### src/hdl/mnep_pkg.sv
// shared types, constants and arithmetic helpers for the midi note event parser
package mnep_pkg;

    localparam logic [7:0] ST_NOTE_ON = 8'h90;
    localparam logic [7:0] ST_CTRL    = 8'hB0;
    localparam logic [7:0] ST_ALIVE   = 8'hFE;
    localparam logic [8:0] VEL_MAX    = 9'h07F;

    localparam logic [3:0] CTRL_SKIP_RESET = 4'd6;

    // reciprocal of five scaled by 2^10, exact for any byte
    localparam logic [7:0] DIV5_MUL   = 8'd205;

    typedef enum logic [1:0] {
        PH_IDLE = 2'd0,
        PH_KEY  = 2'd1,
        PH_VEL  = 2'd2,
        PH_SKIP = 2'd3
    } phase_t;

    typedef enum logic [1:0] {
        EV_KEY_ON  = 2'd0,
        EV_KEY_OFF = 2'd1,
        EV_CTRL    = 2'd2,
        EV_ALL_OFF = 2'd3
    } ev_code_t;

    typedef struct packed {
        ev_code_t   code;
        logic [7:0] note_or_value;
        logic [7:0] attenuation;
        logic       last;
    } result_t;

    // results produced by one accepted byte
    typedef struct packed {
        logic [1:0] n;
        result_t    r0;
        result_t    r1;
    } push_t;

    typedef struct packed {
        logic [2:0] count;
    } q_status_t;

    function automatic logic [7:0] div5(input logic [7:0] x);
        logic [15:0] p;
        p = x * DIV5_MUL;
        return {2'b00, p[15:10]};
    endfunction

    // (127 - vel) / 5 truncated toward zero, as a two's-complement byte
    function automatic logic [7:0] atten_of(input logic [7:0] vel);
        logic [8:0] diff;
        logic [7:0] mag;
        logic [7:0] q;
        diff = VEL_MAX - {1'b0, vel};
        mag  = diff[8] ? 8'(9'd0 - diff) : diff[7:0];
        q    = div5(mag);
        return diff[8] ? 8'(8'd0 - q) : q;
    endfunction

endpackage

### src/hdl/mnep_parser.sv
// message position tracking, voice counter and result generation
module mnep_parser (
    input  logic              aclk,
    input  logic              aresetn,
    input  logic              in_accept,
    input  logic [7:0]        rx_byte,
    input  logic              cfg_wr_en,
    input  logic [3:0]        cfg_wr_data,
    output mnep_pkg::push_t   push
);
    import mnep_pkg::*;

    phase_t     phase_reg, phase_next;
    logic [7:0] key_reg, key_next;
    logic [7:0] voices_reg, voices_next;
    logic [7:0] val_reg, val_next;
    logic [7:0] att_reg, att_next;
    logic [3:0] skip_reg, skip_next;
    logic [3:0] skip_cnt_reg;

    always_ff @(posedge aclk) begin
        if (!aresetn) begin
            phase_reg    <= PH_IDLE;
            key_reg      <= '0;
            voices_reg   <= '0;
            val_reg      <= '0;
            att_reg      <= '0;
            skip_reg     <= '0;
            skip_cnt_reg <= CTRL_SKIP_RESET;
        end else begin
            phase_reg  <= phase_next;
            key_reg    <= key_next;
            voices_reg <= voices_next;
            val_reg    <= val_next;
            att_reg    <= att_next;
            skip_reg   <= skip_next;
            if (cfg_wr_en) begin
                skip_cnt_reg <= cfg_wr_data;
            end
        end
    end

    always_comb begin
        phase_next  = phase_reg;
        key_next    = key_reg;
        voices_next = voices_reg;
        val_next    = val_reg;
        att_next    = att_reg;
        skip_next   = skip_reg;
        push.n      = 2'd0;
        push.r0     = '0;
        push.r1     = '0;
        if (in_accept) begin
            case (phase_reg)
                PH_KEY: begin
                    key_next   = rx_byte;
                    phase_next = PH_VEL;
                end
                PH_VEL: begin
                    phase_next = PH_IDLE;
                    val_next   = key_reg;
                    if (rx_byte != 8'd0) begin
                        att_next    = atten_of(rx_byte);
                        voices_next = voices_reg + 8'd1;
                        push.n      = 2'd1;
                        push.r0     = '{EV_KEY_ON, key_reg, att_next, 1'b1};
                    end else begin
                        voices_next = voices_reg - 8'd1;
                        if (voices_next == 8'd0) begin
                            push.n  = 2'd2;
                            push.r0 = '{EV_KEY_OFF, key_reg, att_reg, 1'b0};
                            push.r1 = '{EV_ALL_OFF, key_reg, att_reg, 1'b1};
                        end else begin
                            push.n  = 2'd1;
                            push.r0 = '{EV_KEY_OFF, key_reg, att_reg, 1'b1};
                        end
                    end
                end
                PH_SKIP: begin
                    if (skip_reg > 4'd1) begin
                        skip_next = skip_reg - 4'd1;
                    end else begin
                        skip_next  = 4'd0;
                        phase_next = PH_IDLE;
                        val_next   = rx_byte;
                        push.n     = 2'd1;
                        push.r0    = '{EV_CTRL, rx_byte, att_reg, 1'b1};
                    end
                end
                default: begin
                    phase_next = PH_IDLE;
                    if (rx_byte == ST_ALIVE) begin
                        phase_next = PH_IDLE;
                    end else if (rx_byte == ST_NOTE_ON) begin
                        phase_next = PH_KEY;
                    end else if (rx_byte == ST_CTRL) begin
                        // a zero count behaves as one
                        skip_next  = (skip_cnt_reg == 4'd0) ? 4'd1 : skip_cnt_reg;
                        phase_next = PH_SKIP;
                    end else begin
                        // running status: byte is the key
                        key_next   = rx_byte;
                        phase_next = PH_VEL;
                    end
                end
            endcase
        end
    end

endmodule

### src/hdl/mnep_out_queue.sv
// four-entry result queue, takes up to two results a cycle, gives one
module mnep_out_queue (
    input  logic                 aclk,
    input  logic                 aresetn,
    input  mnep_pkg::push_t      push,
    input  logic                 pop,
    output mnep_pkg::result_t    head,
    output mnep_pkg::q_status_t  status
);
    import mnep_pkg::*;

    result_t    mem_reg [4];
    logic [1:0] wr_ptr_reg, wr_ptr_next;
    logic [1:0] rd_ptr_reg, rd_ptr_next;
    logic [2:0] count_reg, count_next;

    always_comb begin
        wr_ptr_next = wr_ptr_reg + push.n;
        rd_ptr_next = rd_ptr_reg + {1'b0, pop};
        count_next  = count_reg + {1'b0, push.n} - {2'b00, pop};
    end

    always_ff @(posedge aclk) begin
        if (!aresetn) begin
            wr_ptr_reg <= '0;
            rd_ptr_reg <= '0;
            count_reg  <= '0;
        end else begin
            wr_ptr_reg <= wr_ptr_next;
            rd_ptr_reg <= rd_ptr_next;
            count_reg  <= count_next;
        end
    end

    always_ff @(posedge aclk) begin
        if (push.n != 2'd0) begin
            mem_reg[wr_ptr_reg] <= push.r0;
        end
        if (push.n == 2'd2) begin
            mem_reg[wr_ptr_reg + 2'd1] <= push.r1;
        end
    end

    assign head         = mem_reg[rd_ptr_reg];
    assign status.count = count_reg;

endmodule

### src/hdl/midi_note_event_parser.sv
// top level of the midi note event parser
//
//  channel   dir  tdata                                  tuser             tlast
//  s_axis    in   [7:0] rx_byte                          -                 -
//  m_axis    out  [7:0] note_or_value,                   [1:0] event_code  last_of_run
//                 [15:8] attenuation
//  cfg       in   cfg_wr_data[3:0] control_skip_count    -                 -
//
// one byte is taken per cycle while tready is high; results are queued the next cycle
// a key-off that empties the voice count gives two words, a key-off then an all-off
// s_axis_tready drops when the four-entry result queue has fewer than two free slots
// synchronous active-low reset returns to awaiting a command byte with a skip count of 6
module midi_note_event_parser (
    input  logic        aclk,
    input  logic        aresetn,
    input  logic        s_axis_tvalid,
    output logic        s_axis_tready,
    input  logic [7:0]  s_axis_tdata,   // rx_byte
    output logic        m_axis_tvalid,
    input  logic        m_axis_tready,
    output logic [15:0] m_axis_tdata,   // note_or_value, attenuation
    output logic [1:0]  m_axis_tuser,   // event_code
    output logic        m_axis_tlast,   // last_of_run
    input  logic        cfg_wr_en,
    input  logic [3:0]  cfg_wr_data
);
    import mnep_pkg::*;

    push_t     push;
    result_t   head;
    q_status_t q_stat;
    logic      in_accept;
    logic      pop;

    assign s_axis_tready = (q_stat.count <= 3'd2);
    assign in_accept     = s_axis_tvalid && s_axis_tready;
    assign m_axis_tvalid = (q_stat.count != 3'd0);
    assign pop           = m_axis_tvalid && m_axis_tready;

    mnep_parser u_parser (
        .aclk        (aclk),
        .aresetn     (aresetn),
        .in_accept   (in_accept),
        .rx_byte     (s_axis_tdata),
        .cfg_wr_en   (cfg_wr_en),
        .cfg_wr_data (cfg_wr_data),
        .push        (push)
    );

    mnep_out_queue u_queue (
        .aclk    (aclk),
        .aresetn (aresetn),
        .push    (push),
        .pop     (pop),
        .head    (head),
        .status  (q_stat)
    );

    assign m_axis_tdata = {head.attenuation, head.note_or_value};
    assign m_axis_tuser = head.code;
    assign m_axis_tlast = head.last;

`ifndef SYNTHESIS
    a_queue_bound: assert property (@(posedge aclk) disable iff (!aresetn)
        q_stat.count <= 3'd4)
        else $error("result queue overflow");

    a_push_on_accept: assert property (@(posedge aclk) disable iff (!aresetn)
        (push.n != 2'd0) |-> in_accept)
        else $error("results produced without an accepted word");

    a_pair_shape: assert property (@(posedge aclk) disable iff (!aresetn)
        (push.n == 2'd2) |-> (!push.r0.last && push.r1.last &&
                              push.r0.code == EV_KEY_OFF && push.r1.code == EV_ALL_OFF))
        else $error("malformed key-off and all-off pair");

    a_tvalid_after_push: assert property (@(posedge aclk) disable iff (!aresetn)
        (push.n != 2'd0) |=> m_axis_tvalid)
        else $error("queued result not presented");
`endif

endmodule

### config.mk
export PLATFORM = sky130hd
export DESIGN_NAME = midi_note_event_parser
export DESIGN_NICKNAME = d
export VERILOG_FILES = /design/src/hdl/mnep_pkg.sv /design/src/hdl/mnep_parser.sv /design/src/hdl/mnep_out_queue.sv /design/src/hdl/midi_note_event_parser.sv
export SDC_FILE = /design/constraint.sdc
export NUM_CORES = 1
export LEC_CHECK = 0
export BUFFER_PORTS_ARGS = -buffer_cell sky130_fd_sc_hd__buf_2
export CAP_MARGIN = 5
export CORE_UTILIZATION = 25
export CTS_BUF_LIST = sky130_fd_sc_hd__clkbuf_16
export DETAILED_ROUTE_END_ITERATION = 8
export GPL_TIMING_DRIVEN = 0
export PLACE_DENSITY = 0.44
export SYNTH_ARGS = -nofsm -noshare
export SYNTH_HDL_FRONTEND = slang
export SYNTH_HIERARCHICAL = 1
export SYNTH_SLANG_ARGS = --single-unit
### constraint.sdc
create_clock -name aclk -period 7.95 [get_ports aclk]
set_clock_uncertainty 0.1 [all_clocks]
set_input_delay 1.9875 -clock aclk [delete_from_list [all_inputs] [get_ports aclk]]
set_output_delay 1.9875 -clock aclk [all_outputs]
set_load 0.02 [all_outputs]
==> impl_metrics.json, run 1 <==
{
  "synth_edf_count": 76,
  "max_freq_mhz": 132.6,
  "area_growth_pct": 18.87,
  "reg2reg_to": "u_queue/mem_reg[2][2]$_DFFE_PP_",
  "required_ps": 8020,
  "grt_max_degree": 20,
  "status": "finished clean",
  "regArea_um2": 3083,
  "hpwl_mm": 13.81,
  "grt_pass1_wl_mm": 29.43,
  "initial_core_util_pct": 25.34,
  "multi_input_area_um2": 4293,
  "routedWlPerCell_um": 16.20,
  "synth_seq_cells": 116,
  "yosys_warnings": 6,
  "htreeDepth": 4,
  "timing.rr.start": "u_parser/voices_reg[0]$_SDFFE_PN0P_",
  "drt_iter0_drc": 216,
  "setup.worst_path.class": "in2reg",
  "max-cap-violations": 0,
  "setup_violations": 0,
  "pre_cts_ws_ps": -587.2,
  "avgSynthCellArea_um2": 11.40,
  "synth_flop_cell": "edfxtp_1",
  "ff2ff_setup_slack_ps": 3730,
  "period_needed_ps": 7544,
  "ant_nets": 0,
  "nNetsFinal": 829,
  "wirelength_mm": 18.65,
  "num-fill-cells": 3121,
  "largest_reg_flops": 76,
  "die_area_um2": 31630,
  "period_share_pct": 94.89,
  "yosysTopAreaCell": "edfxtp_1",
  "hp-start": "u_parser/att_reg[6]$_SDFFE_PN0P_",
  "gp_congestion": 0.7317,
  "postCtsHoldBufs": 0,
  "synth-seq-area-share_pct": 39.88,
  "synth_common_cells": "76 x edfxtp_1, 65 x mux2_2, 63 x nor2_1",
  "cts_sinks": 116,
  "worstHoldEndpoint": "u_parser/att_reg[6]$_SDFFE_PN0P_",
  "crit_path_start_kind": "input pin",
  "synth_nets": 765,
  "yosysMostFrequentCell": "edfxtp_1",
  "synthesis.area_um2": 7730,
  "clock_latency_ps": 420,
  "critPathMaxFanout": 7,
  "tightest_slew_ps": 1051,
  "relSlewSlack_pct": 29.93,
  "leakage_uw": 0.003557,
  "cts_tree": "built",
  "clockRootBuffer": "clkbuf_16",
  "die_h_um": 177.8,
  "whs_ps": 379.0,
  "cp-end-kind": "flip-flop",
  "slew_viol_final": 0,
  "finalWorstSetupSlack_ps": 406.2,
  "finalHoldViolCount": 0,
  "grtUsageTotal_pct": 12.45,
  "yosys-top-cells-area": "edfxtp_1 30%, dfxtp_1 10%, mux2_2 9.5%, ha_1 9.4%, mux4_2 5.5%",
  "coreArea_um2": 30510,
  "num_antenna_cells": 0,
  "cts_buffers": 17,
  "die_x_um": 177.8,
  "power.density_nw_per_um2": 270.1,
  "drtPass1Iterations": 4,
  "synth_top_cell_area_share_pct": 29.52,
  "fp-row-count": 64,
  "synthArstFlopShare_pct": 0,
  "hold_class": "reg2reg",
  "gr-total-overflow": 0,
  "portBuffers": 35,
  "peakVddDrop_mv": 0.1378,
  "avgViaCountPerCell": 4.524,
  "antenna_found_initial": 0,
  "vias": 5207,
  "whs_path_depth": 2,
  "grt_pass1_vias": 5151,
  "pin_count": 38,
  "clk_path_buf_depth": 2,
  "syn_inst": 678,
  "cts.clk_slew.worst_paths_ps": 60,
  "drive_gt1_share_pct": 28.48,
  "r2r_cells": 10,
  "remaining_drc_errors": 0,
  "rsz0062_at_grt": "no",
  "crit_arrival_ps": 7610,
  "yosysUniqueCellTypes": 61
}
## critical path, stage by stage
cell	delay [ps]
buf_2	220
and3_1	210
nand2_1	110
o21ai_1	170
xor2_1	90
buf_4	150
ha_1	310
inv_1	60
fa_1	470
inv_1	70
fa_1	540
inv_1	60
fa_1	530
inv_1	40
ha_1	280
o21a_1	240
o21ai_0	310
o21bai_1	170
xnor2_2	190
ha_2	230
nand3_1	90
mux2i_2	190
nand2b_1	80
o211ai_1	150
buf_4	150
nand2_2	90
buf_4	160
mux2_2	260
## logic make-up (layout without fill, tap and decap cells)
family | count (synthesis) | in the layout | synth area share (%)
mux | 108 | 108 | 18.79
flops | 116 | 116 | 39.88
compound gates | 97 | 97 | 8.207
fa+ha+maj | 70 | 70 | 12.50
simple gates | 173 | 173 | 11.74
buf+inv | 87 | 164 | 5.471
xor+xnor | 27 | 27 | 3.415
## layer usage
metal	wire length, um	vias up	track usage (%)
met3	504	16	2.335
met2	8753	65	20.26
met5	0	-	0
met4	210	0	3.846
li1	-	2591	-
met1	9176	2535	16.59
## what timing repair did
item                       4_1_cts  5_1_grt
gates resized for setup          2       12
setup buffers                    0        7
pin swaps                        0        6
setup endpoints to repair       12       20
## cells in the final DEF, fill, tap and decap left out, types with 19 or more instances in the layout
master / instances
dfxtp_1: 40
edfxtp_1: 76
buf_2: 39
nor2_1: 62
and2_1: 24
nand2_1: 27
ha_1: 57
mux4_2: 19
a21oi_1: 23
mux2_2: 65
inv_1: 49
## worst max path at each step
stage                          from                              end  cells past startpoint  slack [ps]
floorplan           s_axis_tdata[5]  u_queue/mem_reg[3][8]$_DFFE_PP_                     26         640
global placement    s_axis_tdata[7]  u_queue/mem_reg[0][8]$_DFFE_PP_                     23        -660
detailed placement  s_axis_tdata[7]  u_queue/mem_reg[0][8]$_DFFE_PP_                     23        -590
CTS                 s_axis_tdata[4]  u_queue/mem_reg[0][8]$_DFFE_PP_                     27          20
global route        s_axis_tdata[0]  u_queue/mem_reg[0][8]$_DFFE_PP_                     28           9
finish              s_axis_tdata[2]  u_queue/mem_reg[0][8]$_DFFE_PP_                     28         410
## area by class of cell
class                   count  area share (%)
plain buffers              38           2.628
clock inverters            15           1.974
flip-flops and latches    116           33.55
clock buffers              17           4.630
inverters                  49           2.002
repair buffers             45           3.105
multi-input cells         475           46.72
well taps                 396           5.392
## per-stage QoR
stage	util (%)	instance area, um^2	cells	TNS, ps	power (uW)
floorplan	-	7730	678	0	1425
global placement	27.53	8401	1109	-11570	1662
detailed placement	27.78	8477	1112	-7979	1661
CTS	29.80	9091	1144	0	2457
global route	30.12	9189	1151	0	2653
finish	30.12	9189	1151	0	2482
## report_power, final
group | switching (uW) | internal, uW | total [uW]
Clock | 287 | 494 | 781
Combinational | 552 | 441 | 992
Sequential | 24.9 | 684 | 709
Total | 863 | 1620 | 2480
Power figures use the tool's default switching activity.
==> run 2: changes to the inputs <==
Settings changed: REMOVE_ABC_BUFFERS set to 1.
==> impl_metrics.json, run 2 (synthesized netlist as in run 1, its figures left out) <==
{
  "grt_util_met2_pct": 19.94,
  "grt_max_degree": 32,
  "max-cap-violations": 0,
  "hpwl_mm": 13.20,
  "slew_viol_final": 0,
  "crit_arrival_ps": 7620,
  "gp_congestion": 0.7356,
  "worstHoldEndpoint": "u_parser/att_reg[5]$_SDFFE_PN0P_",
  "setup.worst_path.class": "in2reg",
  "period_needed_ps": 7554,
  "grt_use_met3_pct": 2.356,
  "gr-total-overflow": 0,
  "finalWorstSetupSlack_ps": 396.1,
  "largest_reg_flops": 76,
  "die_h_um": 177.8,
  "tightest_slew_ps": 1191,
  "fp-row-count": 64,
  "timing.rr.start": "u_parser/voices_reg[0]$_SDFFE_PN0P_",
  "drive_gt1_share_pct": 27.11,
  "vias": 5059,
  "grtUsageTotal_pct": 11.92,
  "die_area_um2": 31630,
  "cts.clk_slew.worst_paths_ps": 60,
  "area_growth_pct": 16.61,
  "peakVddDrop_mv": 0.1009,
  "power.density_nw_per_um2": 267.5,
  "relSlewSlack_pct": 20.01,
  "cts_buffers": 17,
  "grt_pass1_wl_mm": 28.48,
  "num-fill-cells": 3148,
  "pre_cts_ws_ps": -315.3,
  "crit_path_start_kind": "input pin",
  "setup_violations": 0,
  "power_uw": 2412,
  "r2r_cells": 8,
  "drt_iter0_drc": 170,
  "remaining_drc_errors": 0,
  "required_ps": 8020,
  "grt.busiest_layer": "met2",
  "postCtsHoldBufs": 0,
  "regArea_um2": 3084,
  "routedWlPerCell_um": 16.10,
  "wirelength_mm": 18.02,
  "avgViaCountPerCell": 4.521,
  "hold_class": "reg2reg",
  "clock_latency_ps": 420,
  "leakage_uw": 0.003452,
  "initial_core_util_pct": 25.34,
  "ff2ff_setup_slack_ps": 3460,
  "use_met1_pct": 15.60,
  "coreArea_um2": 30510,
  "clk_path_buf_depth": 2,
  "drtPass1Iterations": 4,
  "finalHoldViolCount": 0,
  "pin_count": 38,
  "ant_nets": 0,
  "htreeDepth": 4,
  "period_share_pct": 95.02,
  "cts_sinks": 116,
  "clockRootBuffer": "clkbuf_16",
  "final_cell_mix": "76 x edfxtp_1, 65 x mux2_2, 62 x nor2_1",
  "portBuffers": 37,
  "critPathMaxFanout": 8,
  "cp-end-kind": "flip-flop",
  "max_freq_mhz": 132.4,
  "whs_path_depth": 2,
  "nNetsFinal": 797,
  "antenna_found_initial": 1,
  "mostFrequentLayoutCell": "edfxtp_1",
  "grt_pass1_vias": 4986,
  "cts_tree": "built",
  "reg2reg_to": "u_queue/mem_reg[2][13]$_DFFE_PP_",
  "whs_ps": 393.5,
  "multi_input_area_um2": 4284,
  "hp-start": "u_parser/att_reg[5]$_SDFFE_PN0P_",
  "num_antenna_cells": 0,
  "status": "finished clean",
  "die_x_um": 177.8,
  "final_core_utilization_pct": 29.54
}
==> run 2: cell types whose count changed in the layout (fill, tap and decap cells not counted), sizes merged <==
cell,delta
clkinvlp,+1
inv,-2
buf,-15
clkinv,+1
clkbuf,-17
==> run 2: worst max-delay path by stage <==
stage | from | endpoint | slack [ps] | depth (start not counted)
floorplan | s_axis_tdata[4] | u_queue/mem_reg[1][7]$_DFFE_PP_ | 840 | 25
global placement | s_axis_tdata[0] | u_queue/mem_reg[2][8]$_DFFE_PP_ | -580 | 9
detailed placement | s_axis_tdata[3] | u_queue/mem_reg[1][7]$_DFFE_PP_ | -320 | 22
CTS | s_axis_tdata[3] | u_queue/mem_reg[1][7]$_DFFE_PP_ | 110 | 22
global route | s_axis_tdata[2] | u_queue/mem_reg[1][7]$_DFFE_PP_ | -4 | 26
finish | s_axis_tdata[0] | u_queue/mem_reg[1][7]$_DFFE_PP_ | 400 | 26
==> run 2: per-layer routing <==
metal  vias to the layer above  wire (um)
met1                      2461       8615
met5                         -         10
li1                       2529          -
met3                         6        471
met4                         2         89
met2                        61       8833
==> run 2: timing repair <==
action,4_1_cts,5_1_grt
setup endpoints to repair,0,16
buffers inserted,0,4
gates resized for setup,0,4
==> run 2: final cells by class <==
type                    count  share of cell area, %
clock buffers              17                  4.720
clock inverters            15                  2.013
inverters                  49                  2.082
multi-input cells         475                  47.53
flip-flops and latches    116                  34.22
well taps                 396                  5.497
repair buffers             51                  3.942
==> run 2: critical path: stages <==
cell	delay, ps
buf_2	190
inv_1	120
ha_1	300
nand2_1	60
o21ai_0	160
ha_1	360
inv_1	60
fa_1	530
inv_1	60
fa_1	550
inv_1	60
fa_1	530
inv_1	40
ha_1	200
a211oi_1	170
nand2_1	160
a21o_1	200
a21oi_2	290
xnor2_1	230
ha_1	240
nand3_1	80
mux2i_1	190
nand2b_1	70
o211ai_1	270
nand2_2	170
mux2_1	310
==> run 2: through the flow <==
stage               setup TNS (ps)  instance area, um^2  instances
global placement            -24340                 8172       1073
finish                           0                 9014       1119
detailed placement           -4526                 8351       1082
CTS                              0                 8957       1114
global route                -6.192                 9014       1119
floorplan                        0                 7491        640
==> run 2: power by group <==
group	switching [uW]	total (uW)	internal [uW]
Clock	290	784	494
Combinational	481	881	399
Sequential	63.0	747	684
Total	834	2410	1580
==> run 3: changes to the inputs <==
Clock period 7.95 ns to 9 ns, I/O delays scaled along.
==> impl_metrics.json, run 3 (synthesized netlist as in run 1, its figures left out) <==
{
  "status": "finished clean",
  "gr-total-overflow": 0,
  "peakVddDrop_mv": 0.08982,
  "cp_slowest_cell": "nor3b_1",
  "cp-end-kind": "flip-flop",
  "setup_tns_ps": 0,
  "grt_max_degree": 32,
  "crit_buf_inv": 4,
  "setup_violations": 0,
  "wirelength_mm": 17.99,
  "grt_pass1_vias": 4986,
  "pin_count": 38,
  "num-fill-cells": 3148,
  "die_x_um": 177.8,
  "clk_path_buf_depth": 2,
  "ant_nets": 0,
  "hpwl_mm": 13.20,
  "final_cell_mix": "76 x edfxtp_1, 65 x mux2_2, 62 x nor2_1",
  "grt_pass1_wl_mm": 28.48,
  "portBuffers": 37,
  "relSlewSlack_pct": 19.87,
  "power.density_nw_per_um2": 237.1,
  "place_inst": 1082,
  "cp_top_family": "adder cells",
  "num_antenna_cells": 0,
  "largest_reg_flops": 76,
  "cts_tree": "built",
  "netSwitchingFraction_pct": 34.58,
  "setup.worst_path.class": "in2reg",
  "gp_congestion": 0.7356,
  "critPathMaxFanout": 15,
  "remaining_drc_errors": 0,
  "period_needed_ps": 8016,
  "drive_gt1_share_pct": 26.15,
  "clockRootBuffer": "clkbuf_16",
  "initial_core_util_pct": 25.34,
  "fp-row-count": 64,
  "area_growth_pct": 15.98,
  "coreArea_um2": 30510,
  "finalHoldViolCount": 0,
  "sequentialPowerShare_pct": 31.0,
  "max_freq_mhz": 124.7,
  "slew_viol_final": 0,
  "die_h_um": 177.8,
  "die_area_um2": 31630,
  "hold_class": "reg2reg",
  "p_clk_share_pct": 32.6,
  "stdcell_count": 1115,
  "avgViaCountPerCell": 4.531,
  "crit_path_start_kind": "input pin",
  "cts_resized": 0,
  "htreeDepth": 4,
  "mostFrequentLayoutCell": "edfxtp_1",
  "cts_sinks": 116,
  "postCtsHoldBufs": 0,
  "cts.clk_slew.worst_paths_ps": 60,
  "crit_chain": "buf_2 -> inv_1 -> a31oi_1 -> xnor2_1 -> ha_1 -> ha_1 -> inv_1 -> fa_1 -> fa_1 -> inv_1 -> ha_1 -> nand4_1 -> nor3b_1 -> a21o_1 -> a21oi_2 -> xnor2_1 -> ha_1 -> nand3_1 -> mux2i_1 -> nand2b_1 -> o211ai_1 -> nand2_1 -> mux2_1",
  "antenna_found_initial": 1,
  "nNetsFinal": 793,
  "pwr-share-comb_pct": 36.4,
  "crit_arrival_ps": 8080,
  "routedWlPerCell_um": 16.13,
  "drt_iter0_drc": 176,
  "critPathMaxStageDelay_ps": 570,
  "max-cap-violations": 0,
  "clock_latency_ps": 420,
  "rsz0062_at_grt": "no",
  "vias": 5052,
  "period_share_pct": 89.07,
  "drtPass1Iterations": 4,
  "power_switching_uw": 734.9,
  "finish.instance_area_um2": 8965,
  "leakage_uw": 0.003432,
  "grtUsageTotal_pct": 11.92,
  "crit_top_cell": "ha_1",
  "cts_buffers": 17,
  "tightest_slew_ps": 1193,
  "postCtsSetupRepairBufs": 0,
  "intPower_uw": 1390,
  "placed_area_um2": 8351,
  "required_ps": 9060
}
## run 3: cell count changes in the layout (fill, tap and decap cells not counted), sizes merged
cell | before | now
buf | 50 | 46
clkinvlp | 6 | 5
inv | 50 | 51
## run 3: per-layer routing
metal	global-route usage [%]	wire, um
met5	0	10
met1	15.60	8594
met3	2.356	454
met4	3.063	174
met2	19.94	8756
## run 3: power groups by stage
| stage | Sequential (uW) | Clock, uW | Combinational, uW |
|---|---|---|---|
| global placement | 674 | 0 | 778 |
| detailed placement | 675 | 0 | 786 |
| global route | 669 | 727 | 881 |
| finish | 660 | 692 | 774 |
| floorplan | 651 | 0 | 594 |
| CTS | 664 | 706 | 792 |
## run 3: tightest hold or removal path: stages, from the launching register on
cell and delay, ps:
dfxtp_1 320, nand3_1 70, o31ai_1 60
## run 3: path summary, 6_finish.rpt
kind	cells after the start	slack, ps	endpoint	startpoint
max reg2reg	8	4490	u_queue/mem_reg[2][2]$_DFFE_PP_	u_parser/voices_reg[0]$_SDFFE_PN0P_
min reg2reg	2	390	u_parser/att_reg[5]$_SDFFE_PN0P_	u_parser/att_reg[5]$_SDFFE_PN0P_
max	23	980	u_queue/mem_reg[1][7]$_DFFE_PP_	s_axis_tdata[7]
min	2	390	u_parser/att_reg[5]$_SDFFE_PN0P_	u_parser/att_reg[5]$_SDFFE_PN0P_
## run 3: layout make-up
| class | instances | area, um^2 | share of cell area [%] |
|---|---|---|---|
| Multi-Input combinational cell | 475 | 4269 | 47.62 |
| Sequential cell | 116 | 3084 | 34.40 |
| Tap cell | 396 | 495.5 | 5.527 |
| Clock buffer | 17 | 425.4 | 4.745 |
| Timing Repair Buffer | 47 | 325.3 | 3.629 |
| Inverter | 49 | 183.9 | 2.052 |
| Clock inverter | 15 | 181.4 | 2.024 |
## run 3: per-stage QoR
stage / hold slack (ps) / setup slack (ps) / utilization [%] / total power (uW)
finish: 393.5 / 983.6 / 29.38 / 2125
global route: 411.8 / 586.3 / 29.38 / 2277
CTS: 399.0 / 898.5 / 29.36 / 2162
detailed placement: 391.7 / 472.2 / 27.37 / 1460
global placement: 374.9 / 204.6 / 26.78 / 1452
floorplan: 345.0 / 1628 / - / 1245
